**src/rtl/core/keyframe_channel_interpolator_top_macros.svh**
```systemverilog
// ----------------------------------------------------------------------------
// Keyframe channel interpolator: assertion macros
// Shared concurrent assertion forms, clocked on clk and disabled in reset.
// ----------------------------------------------------------------------------
`ifndef KEYFRAME_CHANNEL_INTERPOLATOR_TOP_MACROS_SVH
`define KEYFRAME_CHANNEL_INTERPOLATOR_TOP_MACROS_SVH

// Same-cycle implication
`define KCI_ASSERT_NOW(label, ante, cons, msg) \
  label: assert property (@(posedge clk) disable iff (rst) (ante) |-> (cons)) \
    else $error(msg);

// Next-cycle implication
`define KCI_ASSERT_NEXT(label, ante, cons, msg) \
  label: assert property (@(posedge clk) disable iff (rst) (ante) |=> (cons)) \
    else $error(msg);

`endif

```
**src/rtl/core/kci_pkg.sv**
```systemverilog
// ----------------------------------------------------------------------------
// Keyframe channel interpolator package
// Widths, mode codes and the sideband record carried down the pipeline.
// ----------------------------------------------------------------------------
package kci_pkg;

  localparam int ValW   = 16;  // channel value width
  localparam int TimeW  = 15;  // elapsed time / frame length width
  localparam int MagW   = 16;  // magnitude of the wrapped difference
  localparam int ProdW  = 30;  // |diff| * elapsed, always below 2^30
  localparam int QuoW   = 15;  // quotient is below |diff|, so below 2^15
  localparam int AngW   = 10;  // angle circle width

  // Divider: one quotient bit per step, three steps per stage
  localparam int StepsPerStage = 3;
  localparam int DivStages     = QuoW / StepsPerStage;

  localparam logic [AngW:0] AngleHalf = 11'h200;
  localparam logic [AngW+1:0] AngleFull = 12'h400;

  typedef enum logic [1:0] {
    MODE_ANGLE = 2'd0,
    MODE_STEP1 = 2'd1,
    MODE_STEP2 = 2'd2,
    MODE_BAD   = 2'd3
  } mode_t;

  // Per-item control and bypass data that rides beside the arithmetic
  typedef struct packed {
    logic            pass;        // result is pass_value, no interpolation
    logic            angle;       // wrap result to the angle circle
    logic            neg;         // difference was negative
    logic            done;        // elapsed reached frame length
    logic            bad;         // unsupported mode
    logic [ValW-1:0] base;        // value the scaled step is added to
    logic [ValW-1:0] pass_value;  // copied value when pass is set
  } side_t;

endpackage

```
**src/rtl/core/kci_if.sv**
```systemverilog
// ----------------------------------------------------------------------------
// Keyframe channel interpolator channel interfaces
// Valid/ready channels for input items and result items.
// ----------------------------------------------------------------------------
interface kci_in_if;
  logic                                 valid;
  logic                                 ready;
  logic [1:0]                           mode;
  logic signed [kci_pkg::ValW-1:0]      previous_value;
  logic signed [kci_pkg::ValW-1:0]      target_value;
  logic [kci_pkg::TimeW-1:0]            elapsed_time;
  logic [kci_pkg::TimeW-1:0]            frame_length;

  modport source (output valid, mode, previous_value, target_value, elapsed_time,
                  frame_length, input ready);
  modport sink (input valid, mode, previous_value, target_value, elapsed_time,
                frame_length, output ready);
endinterface

interface kci_out_if;
  logic                                 valid;
  logic                                 ready;
  logic signed [kci_pkg::ValW-1:0]      channel_value;
  logic                                 frame_done;
  logic                                 bad_mode;

  modport source (output valid, channel_value, frame_done, bad_mode, input ready);
  modport sink (input valid, channel_value, frame_done, bad_mode, output ready);
endinterface

```
**src/rtl/core/keyframe_channel_interpolator_top.sv**
```systemverilog
// ----------------------------------------------------------------------------
// Keyframe channel interpolator, top level
// Interpolates one bone channel between two keyframe values.
// ----------------------------------------------------------------------------
// Usage:
//   in_ch carries one channel item per transfer: mode, previous and target
//   keyframe values, elapsed time and frame length. out_ch returns one
//   result per item, in order: channel_value, frame_done and bad_mode.
//   out_ch.valid rises once the item has passed eight register stages, the
//   first loaded at the transfer edge: two front end stages (difference,
//   then the 16 x 15 multiply), five divider stages of three quotient bits
//   each, and the output register.
//   Throughput is one item per cycle while out_ch.ready is not held low;
//   items are independent and may follow each other in every cycle.
//   Reset (rst, synchronous) clears all stage valid bits; the first item can
//   be sent in the cycle after reset is released.
//   When the receiver holds out_ch.ready low with a result waiting, the
//   whole pipeline freezes and in_ch.ready drops; nothing is lost or
//   repeated, and transfers resume as soon as the result is taken.
// ----------------------------------------------------------------------------
module keyframe_channel_interpolator_top (
  input  logic       clk,
  input  logic       rst,
  kci_in_if.sink     in_ch,
  kci_out_if.source  out_ch
);

  logic                          adv;
  logic                          prod_valid;
  logic [kci_pkg::ProdW-1:0]     prod;
  logic [kci_pkg::TimeW-1:0]     prod_len;
  kci_pkg::side_t                prod_side;
  logic                          quo_valid;
  logic [kci_pkg::QuoW-1:0]      quo;
  kci_pkg::side_t                quo_side;

  kci_prep u_prep (
    .clk        (clk),
    .rst        (rst),
    .adv        (adv),
    .in_ch      (in_ch),
    .prod_valid (prod_valid),
    .prod       (prod),
    .prod_len   (prod_len),
    .prod_side  (prod_side)
  );

  kci_div u_div (
    .clk        (clk),
    .rst        (rst),
    .adv        (adv),
    .prod_valid (prod_valid),
    .prod       (prod),
    .prod_len   (prod_len),
    .prod_side  (prod_side),
    .quo_valid  (quo_valid),
    .quo        (quo),
    .quo_side   (quo_side)
  );

  kci_post u_post (
    .clk       (clk),
    .rst       (rst),
    .adv       (adv),
    .quo_valid (quo_valid),
    .quo       (quo),
    .quo_side  (quo_side),
    .out_ch    (out_ch)
  );

endmodule

```
**src/rtl/core/kci_prep.sv**
```systemverilog
// ----------------------------------------------------------------------------
// Keyframe channel interpolator: front end
// Stage 1 wraps the difference and sorts out bypass cases, stage 2
// multiplies the difference magnitude by the elapsed time.
// ----------------------------------------------------------------------------
module kci_prep (
  input  logic                          clk,
  input  logic                          rst,
  input  logic                          adv,
  kci_in_if.sink                        in_ch,
  output logic                          prod_valid,
  output logic [kci_pkg::ProdW-1:0]     prod,
  output logic [kci_pkg::TimeW-1:0]     prod_len,
  output kci_pkg::side_t                prod_side
);

  logic                          s1_valid;
  logic [kci_pkg::MagW-1:0]      s1_mag;
  logic [kci_pkg::TimeW-1:0]     s1_time;
  logic [kci_pkg::TimeW-1:0]     s1_len;
  kci_pkg::side_t                s1_side;

  kci_pkg::mode_t                mode;
  logic                          reached;
  logic [kci_pkg::AngW-1:0]      ang_a;
  logic [kci_pkg::AngW-1:0]      ang_b;
  logic signed [kci_pkg::AngW+1:0] ang_d;
  logic signed [kci_pkg::ValW-1:0] step_d;
  logic signed [kci_pkg::ValW:0] diff;
  logic [kci_pkg::ValW:0]        diff_abs;
  kci_pkg::side_t                side_next;
  logic [kci_pkg::ProdW:0]       prod_full;

  assign in_ch.ready = adv;

  // Difference on the angle circle or in 16-bit wrap arithmetic
  always_comb begin
    mode    = kci_pkg::mode_t'(in_ch.mode);
    reached = in_ch.elapsed_time >= in_ch.frame_length;
    ang_a   = in_ch.previous_value[kci_pkg::AngW-1:0];
    ang_b   = in_ch.target_value[kci_pkg::AngW-1:0];
    ang_d   = $signed({2'b00, ang_b}) - $signed({2'b00, ang_a});
    if (ang_d < -$signed({1'b0, kci_pkg::AngleHalf})) begin
      ang_d = ang_d + $signed(kci_pkg::AngleFull);
    end else if (ang_d > $signed({1'b0, kci_pkg::AngleHalf})) begin
      ang_d = ang_d - $signed(kci_pkg::AngleFull);
    end
    step_d = in_ch.target_value - in_ch.previous_value;
    diff   = (mode == kci_pkg::MODE_ANGLE) ? kci_pkg::ValW'(ang_d) + 17'sd0
                                           : {step_d[kci_pkg::ValW-1], step_d};
    if (mode == kci_pkg::MODE_ANGLE) begin
      diff = {{(kci_pkg::ValW - kci_pkg::AngW - 1){ang_d[kci_pkg::AngW+1]}}, ang_d};
    end
    diff_abs = diff[kci_pkg::ValW] ? (~diff + 17'd1) : diff;

    side_next.pass       = reached || (mode == kci_pkg::MODE_BAD);
    side_next.angle      = (mode == kci_pkg::MODE_ANGLE);
    side_next.neg        = diff[kci_pkg::ValW];
    side_next.done       = reached;
    side_next.bad        = (mode == kci_pkg::MODE_BAD);
    side_next.base       = (mode == kci_pkg::MODE_ANGLE)
                           ? {{(kci_pkg::ValW - kci_pkg::AngW){1'b0}}, ang_a}
                           : in_ch.previous_value;
    side_next.pass_value = reached ? in_ch.target_value : in_ch.previous_value;
  end

  // Stage 1 registers
  always_ff @(posedge clk) begin
    if (rst) begin
      s1_valid <= 1'b0;
    end else if (adv) begin
      s1_valid <= in_ch.valid;
    end
    if (adv) begin
      s1_mag  <= diff_abs[kci_pkg::MagW-1:0];
      s1_time <= in_ch.elapsed_time;
      s1_len  <= in_ch.frame_length;
      s1_side <= side_next;
    end
  end

  // Stage 2: one 16 x 15 multiply
  assign prod_full = {{(kci_pkg::ProdW + 1 - kci_pkg::MagW){1'b0}}, s1_mag} *
                     {{(kci_pkg::ProdW + 1 - kci_pkg::TimeW){1'b0}}, s1_time};

  always_ff @(posedge clk) begin
    if (rst) begin
      prod_valid <= 1'b0;
    end else if (adv) begin
      prod_valid <= s1_valid;
    end
    if (adv) begin
      prod      <= prod_full[kci_pkg::ProdW-1:0];
      prod_len  <= s1_len;
      prod_side <= s1_side;
    end
  end

endmodule

```
**src/rtl/core/kci_div.sv**
```systemverilog
// ----------------------------------------------------------------------------
// Keyframe channel interpolator: pipelined divider
// Restoring division of the product by the frame length, three quotient
// bits per stage. A non-bypassed product's upper half is below the divisor.
// ----------------------------------------------------------------------------
`include "keyframe_channel_interpolator_top_macros.svh"

module kci_div (
  input  logic                          clk,
  input  logic                          rst,
  input  logic                          adv,
  input  logic                          prod_valid,
  input  logic [kci_pkg::ProdW-1:0]     prod,
  input  logic [kci_pkg::TimeW-1:0]     prod_len,
  input  kci_pkg::side_t                prod_side,
  output logic                          quo_valid,
  output logic [kci_pkg::QuoW-1:0]      quo,
  output kci_pkg::side_t                quo_side
);

  localparam int NS = kci_pkg::DivStages;

  logic                       vld    [NS];
  logic [kci_pkg::TimeW-1:0]  rem    [NS];
  logic [kci_pkg::QuoW-1:0]   low    [NS];
  logic [kci_pkg::QuoW-1:0]   q      [NS];
  logic [kci_pkg::TimeW-1:0]  den    [NS];
  kci_pkg::side_t             side   [NS];

  logic                       src_vld  [NS];
  logic [kci_pkg::TimeW-1:0]  src_rem  [NS];
  logic [kci_pkg::QuoW-1:0]   src_low  [NS];
  logic [kci_pkg::QuoW-1:0]   src_q    [NS];
  logic [kci_pkg::TimeW-1:0]  src_den  [NS];
  kci_pkg::side_t             src_side [NS];

  // Stage 0 starts from the product split into halves
  assign src_vld[0]  = prod_valid;
  assign src_rem[0]  = prod[kci_pkg::ProdW-1:kci_pkg::QuoW];
  assign src_low[0]  = prod[kci_pkg::QuoW-1:0];
  assign src_q[0]    = '0;
  assign src_den[0]  = prod_len;
  assign src_side[0] = prod_side;

  for (genvar s = 1; s < NS; s++) begin : g_link
    assign src_vld[s]  = vld[s-1];
    assign src_rem[s]  = rem[s-1];
    assign src_low[s]  = low[s-1];
    assign src_q[s]    = q[s-1];
    assign src_den[s]  = den[s-1];
    assign src_side[s] = side[s-1];
  end

  for (genvar s = 0; s < NS; s++) begin : g_stage
    logic [kci_pkg::TimeW-1:0] rem_next;
    logic [kci_pkg::QuoW-1:0]  low_next;
    logic [kci_pkg::QuoW-1:0]  q_next;

    // Shift in one dividend bit per step, subtract when it fits
    always_comb begin
      logic [kci_pkg::TimeW:0] trial;
      rem_next = src_rem[s];
      low_next = src_low[s];
      q_next   = src_q[s];
      for (int k = 0; k < kci_pkg::StepsPerStage; k++) begin
        trial    = {rem_next, low_next[kci_pkg::QuoW-1]};
        low_next = {low_next[kci_pkg::QuoW-2:0], 1'b0};
        if (trial >= {1'b0, src_den[s]}) begin
          trial  = trial - {1'b0, src_den[s]};
          q_next = {q_next[kci_pkg::QuoW-2:0], 1'b1};
        end else begin
          q_next = {q_next[kci_pkg::QuoW-2:0], 1'b0};
        end
        rem_next = trial[kci_pkg::TimeW-1:0];
      end
    end

    always_ff @(posedge clk) begin
      if (rst) begin
        vld[s] <= 1'b0;
      end else if (adv) begin
        vld[s] <= src_vld[s];
      end
      if (adv) begin
        rem[s]  <= rem_next;
        low[s]  <= low_next;
        q[s]    <= q_next;
        den[s]  <= src_den[s];
        side[s] <= src_side[s];
      end
    end
  end

  assign quo_valid = vld[NS-1];
  assign quo       = q[NS-1];
  assign quo_side  = side[NS-1];

  `KCI_ASSERT_NOW(a_div_start_fits, prod_valid && !prod_side.pass,
    prod[kci_pkg::ProdW-1:kci_pkg::QuoW] < prod_len, "product upper half not below length")
  `KCI_ASSERT_NOW(a_div_rem_below, vld[NS-1] && !side[NS-1].pass,
    rem[NS-1] < den[NS-1], "final remainder not below divisor")

endmodule

```
**src/rtl/core/kci_post.sv**
```systemverilog
// ----------------------------------------------------------------------------
// Keyframe channel interpolator: back end
// Applies the sign to the quotient, adds the base value, wraps angles and
// holds the result (or the bypass value) in the output register.
// ----------------------------------------------------------------------------
`include "keyframe_channel_interpolator_top_macros.svh"

module kci_post (
  input  logic                          clk,
  input  logic                          rst,
  output logic                          adv,
  input  logic                          quo_valid,
  input  logic [kci_pkg::QuoW-1:0]      quo,
  input  kci_pkg::side_t                quo_side,
  kci_out_if.source                     out_ch
);

  logic [kci_pkg::ValW-1:0] q_ext;
  logic [kci_pkg::ValW-1:0] delta;
  logic [kci_pkg::ValW-1:0] sum;
  logic [kci_pkg::ValW-1:0] value_next;

  // Whole pipeline moves when the output register is free or being taken
  assign adv = !out_ch.valid || out_ch.ready;

  always_comb begin
    q_ext = {{(kci_pkg::ValW - kci_pkg::QuoW){1'b0}}, quo};
    delta = quo_side.neg ? (~q_ext + 16'd1) : q_ext;
    sum   = quo_side.base + delta;
    if (quo_side.pass) begin
      value_next = quo_side.pass_value;
    end else if (quo_side.angle) begin
      value_next = {{(kci_pkg::ValW - kci_pkg::AngW){1'b0}}, sum[kci_pkg::AngW-1:0]};
    end else begin
      value_next = sum;
    end
  end

  // Output register
  always_ff @(posedge clk) begin
    if (rst) begin
      out_ch.valid <= 1'b0;
    end else if (adv) begin
      out_ch.valid <= quo_valid;
    end
    if (adv) begin
      out_ch.channel_value <= value_next;
      out_ch.frame_done    <= quo_side.done;
      out_ch.bad_mode      <= quo_side.bad;
    end
  end

  `KCI_ASSERT_NOW(a_post_angle_step, quo_valid && !quo_side.pass && quo_side.angle,
    quo <= 15'd512, "angle step exceeds half circle")
  `KCI_ASSERT_NOW(a_post_pass_cause, quo_valid && quo_side.pass && !quo_side.done,
    quo_side.bad, "bypass without frame reached or bad mode")

endmodule

```
**src/flat_wrapper.sv**
```systemverilog
// flat-port wrapper written by rule: the top's interface ports become plain ports
module keyframe_channel_interpolator_top_flat 
  (clk, rst, in_ch_valid, in_ch_mode, in_ch_previous_value, in_ch_target_value, in_ch_elapsed_time, in_ch_frame_length, in_ch_ready, out_ch_valid, out_ch_channel_value, out_ch_frame_done, out_ch_bad_mode, out_ch_ready);
  kci_in_if in_ch_i ();
  kci_out_if out_ch_i ();
  input  logic clk;
  input  logic rst;
  input wire logic [$bits(in_ch_i.valid)-1:0] in_ch_valid;
  input wire logic [$bits(in_ch_i.mode)-1:0] in_ch_mode;
  input wire logic [$bits(in_ch_i.previous_value)-1:0] in_ch_previous_value;
  input wire logic [$bits(in_ch_i.target_value)-1:0] in_ch_target_value;
  input wire logic [$bits(in_ch_i.elapsed_time)-1:0] in_ch_elapsed_time;
  input wire logic [$bits(in_ch_i.frame_length)-1:0] in_ch_frame_length;
  output wire logic [$bits(in_ch_i.ready)-1:0] in_ch_ready;
  output wire logic [$bits(out_ch_i.valid)-1:0] out_ch_valid;
  output wire logic [$bits(out_ch_i.channel_value)-1:0] out_ch_channel_value;
  output wire logic [$bits(out_ch_i.frame_done)-1:0] out_ch_frame_done;
  output wire logic [$bits(out_ch_i.bad_mode)-1:0] out_ch_bad_mode;
  input wire logic [$bits(out_ch_i.ready)-1:0] out_ch_ready;
  assign in_ch_i.valid = in_ch_valid;
  assign in_ch_i.mode = in_ch_mode;
  assign in_ch_i.previous_value = in_ch_previous_value;
  assign in_ch_i.target_value = in_ch_target_value;
  assign in_ch_i.elapsed_time = in_ch_elapsed_time;
  assign in_ch_i.frame_length = in_ch_frame_length;
  assign in_ch_ready = in_ch_i.ready;
  assign out_ch_valid = out_ch_i.valid;
  assign out_ch_channel_value = out_ch_i.channel_value;
  assign out_ch_frame_done = out_ch_i.frame_done;
  assign out_ch_bad_mode = out_ch_i.bad_mode;
  assign out_ch_i.ready = out_ch_ready;
  keyframe_channel_interpolator_top u_core (.clk(clk), .rst(rst), .in_ch(in_ch_i), .out_ch(out_ch_i));
endmodule
```
**config.mk**
```make
export PLATFORM = sky130hd
export DESIGN_NAME = keyframe_channel_interpolator_top_flat
export DESIGN_NICKNAME = d
export VERILOG_FILES = /design/src/rtl/core/kci_pkg.sv /design/src/rtl/core/kci_if.sv /design/src/rtl/core/keyframe_channel_interpolator_top.sv /design/src/rtl/core/kci_prep.sv /design/src/rtl/core/kci_div.sv /design/src/rtl/core/kci_post.sv /design/src/flat_wrapper.sv
export VERILOG_INCLUDE_DIRS = /design/src /design/src/rtl/core
export SDC_FILE = /design/constraint.sdc
export NUM_CORES = 2
export LEC_CHECK = 0
export BUFFER_PORTS_ARGS = -buffer_cell sky130_fd_sc_hd__buf_2
export CELL_PAD_IN_SITES_DETAIL_PLACEMENT = 0
export CELL_PAD_IN_SITES_GLOBAL_PLACEMENT = 1
export CORE_MARGIN = 4
export CORE_UTILIZATION = 47
export DETAILED_ROUTE_END_ITERATION = 8
export GPL_ROUTABILITY_DRIVEN = 0
export GPL_TIMING_DRIVEN = 0
export PLACE_DENSITY = 0.74
export SLEW_MARGIN = 0
export SYNTH_ARGS = -nofsm -noshare
export SYNTH_HDL_FRONTEND = slang
export SYNTH_SLANG_ARGS = --single-unit
```
**constraint.sdc**
```tcl
create_clock -name clk -period 14.7 [get_ports clk]
set_input_delay 2.205 -clock clk [delete_from_list [all_inputs] [get_ports clk]]
set_output_delay 2.205 -clock clk [all_outputs]
set_load 0.05 [all_outputs]
```
==> results.md <==
* Root buf cell: clkbuf_16
* Routed WL at 92.8 mm
* Share of cells above drive strength 1 at 9.70%
* Register area share after synthesis at 42.4%
* Worst min-delay path category: reg2reg
* Highest-count cells in the layout ignoring fill and taps: edfxtp_1, inv_1, ha_1
* Vias in the first global route at 27.1k
* First-pass GRT wire length at 149 mm
* Die W at 301 um
* Postcts setup bufs at 0
* Hold Buf Count CTS at 0
* GRT Overall Usage at 20.8%
* Final ANT Viol Nets at 0
* Minimum clock period at 9.96 ns
* Worst setup path end: u_core.u_div.rem[0][27]
* CP Launch Type: register
* Cells after synthesis at 3608
* EDFF count, synth at 568
* #FFs+latches synth at 571
* Status: completed
* Worst path depth at 38
* Ys async rst share at 0%
* Ranking of synthesized cells by area: edfxtp_1, ha_1, fa_1, inv_1, xnor2_1
* Cell taking the most area after synthesis: edfxtp_1
* Overflow after GRT at 0
* F_max at 100 MHz
* Dominant synthesized flop cell: edfxtp_1
* Most common cell after layout, fill and taps aside: edfxtp_1
* Clk buf depth at 3
* CTS tree: yes
* I/O pins at 88
* Crit-path most repeated cell: inv_1
* CP Data Arrival Time at 10.31 ns
* Initial Util at 47.4%
* RR Startpoint: u_core.u_div.low[0][11]
* Synth warn at 0
* Post-synthesis cell type count at 95
* Vias at 26.8k
* DR vias/cell at 5.38
* Register-to-Register Path Depth at 38
* Crit path launch: u_core.u_div.low[0][11]
* H-tree depth at 2
* Synthesized net count at 4234
* # DRC at 0
* Drt wl/cell at 18.7 um
* Port Buffers at 87
* Post-Syn Area at 0.0404 mm2
* Worst-path fanout max at 10
* Max-Cap Viols at 0
* Clock Skew at 0.0601 ns
* Post-synth top area share at 42.3%
* Clock Latency Late Sink at 0.67 ns
* Sink Count at 571
* Core Footprint at 0.0851 mm2
* Slew Limit Headroom at 23.1%
* Max stage delay cell, worst path: a2111oi_0
* Slew Viols, Final at 0
* Final non-filler cell area at 0.0446 mm2
* Area grow syn2layout at 10.6%
* Critical R2R Capture: u_core.u_div.rem[0][27]
* Row count at 107
* CP Class: reg2reg
* Initial antenna violation count at 6
* Worst-path clk slew at 0.06 ns
* Slowest stage delay, CP at 0.74 ns
* Die area at 0.0906 mm2
* NumNets Final at 4397
* Crit path max-delay family: compound AO/OA/AOI/OAI gates
* Reg2Reg Setup Slack at 4.74 ns
* Fillers at 7569
* Initial DRC count at 1588
* # resized after CTS at 0
* Placed Area at 0.0425 mm2
* Period Utilization, post-route at 67.8%
* Tightest Pin Transition at 1.15 ns
* Final Hold Violating Endpoints at 0
* CP bufs+invs at 10
* CP required at 15.05 ns
* DPL Wire Length at 74.2 mm
* Pin count of the biggest net entering global routing at 47
* # setup viols final at 0
* CTS Buf Count at 60
* CP endpoint kind: register
* Die H at 301 um
* Post-synthesis area per instance at 11.2 um2
* Pre-antenna DRT Iters at 6
* RSZ-0062 raised after global routing: false
[layer usage]
| layer | GRT usage, % | share of wire (%) | vias to the layer above |
|---|---|---|---|
| met5 | 0 | 0.013 | - |
| met2 | 35.1 | 47 | 458 |
| met3 | 2.78 | 3.8 | 146 |
| met1 | 27.8 | 45 | 12900 |
| met4 | 6.82 | 3.5 | 2 |
| li1 | - | - | 13300 |
[synth_stat cells, types with 36 or more instances]
cell type	instances
a21o_1	64
a21oi_1	177
and2_1	130
clkbuf_1	51
edfxtp_1	568
fa_1	195
ha_1	363
inv_1	387
mux2_2	97
nand2_1	303
nand2b_1	36
nand3_1	51
nor2_1	185
nor2b_1	36
nor3_1	71
o21a_1	58
o21ai_0	146
xnor2_1	148
xor2_1	60
[stage by stage]
stage          TNS [ns]  utilization (%)  hold WS (ns)  instances  setup slack [ns]
6_report              0             52.4         0.368       4970              4.74
5_1_grt               0             52.4         0.362       4969              3.95
4_1_cts               0             52.4         0.346       4967              4.61
3_5_place_dp          0             49.9         0.405       4853              4.71
3_3_place_gp    -308.23             49.6         0.400       4839             -1.69
2_1_floorplan         0                -         0.400       3608              2.89
[sequential cells by signal, summed over array words and instances, names as in the netlist]
| name | flops |
|---|---|
| u_core.u_div.den | 60 |
| u_core.u_prep.s1_side | 37 |
| u_core.u_prep.s1_valid | 1 |
| u_core.u_div.vld | 5 |
| u_core.u_prep.prod_len | 15 |
| u_core.u_prep.s1_len | 15 |
| u_core.u_prep.s1_mag | 16 |
| u_core.u_div.side | 185 |
| u_core.u_prep.prod_side | 37 |
| u_core.u_prep.s1_time | 15 |
| u_core.u_post.out_ch.channel_value | 16 |
| u_core.u_div.low | 30 |
| u_core.u_post.out_ch.frame_done | 1 |
| u_core.u_div.rem | 60 |
| u_core.u_prep.prod_valid | 1 |
| u_core.u_post.out_ch.valid | 1 |
| u_core.u_post.out_ch.bad_mode | 1 |
| u_core.u_div.q | 45 |
| u_core.u_prep.prod | 30 |
[area by class of cell]
type                            count  area [um2]  share of cell area (%)
Clock buffer                       64        1520                    3.40
Inverter                          392        1480                    3.30
Timing Repair Buffer              101         716                    1.60
Antenna cell                        3        7.51                  0.0168
Multi-Input combinational cell   2578       21400                    48.0
Sequential cell                   571       17100                    38.3
Tap cell                         1144        1430                    3.21
Clock inverter                     50         607                    1.36
Buffer                             67         323                   0.723
[logic make-up (layout without fill, tap and decap cells)]
| family | Yosys count | in the layout | synth area share, % |
|---|---|---|---|
| multiplexers | 148 | 148 | 4.18 |
| AND/OR/NAND/NOR | 946 | 946 | 11.5 |
| AO/OA/AOI/OAI | 717 | 717 | 12.0 |
| adder cells (fa/ha/maj) | 558 | 558 | 20.9 |
| XOR/XNOR | 209 | 209 | 4.55 |
| flip-flops | 571 | 571 | 42.4 |
| other | 0 | 3 | 0 |
| buffers and inverters | 459 | 674 | 4.45 |
[worst min path at each step]
stage	start	endpoint	slack [ns]	cells past startpoint
after floorplan	u_core.u_prep.prod[0]	u_core.u_div.low[0][0]	0.40	0
after global placement	u_core.u_prep.prod_side[36]	u_core.u_div.side[0][36]	0.40	0
after detailed placement	u_core.u_prep.prod[10]	u_core.u_div.low[0][10]	0.40	0
after CTS	u_core.u_div.q[0][18]	u_core.u_div.q[0][36]	0.35	0
after global routing	u_core.u_div.q[0][18]	u_core.u_div.q[0][36]	0.36	0
final	u_core.u_div.q[0][18]	u_core.u_div.q[0][36]	0.37	0
Power is not shown: default switching activity piles up to over one toggle a cycle in this logic, so the estimate is an artifact.
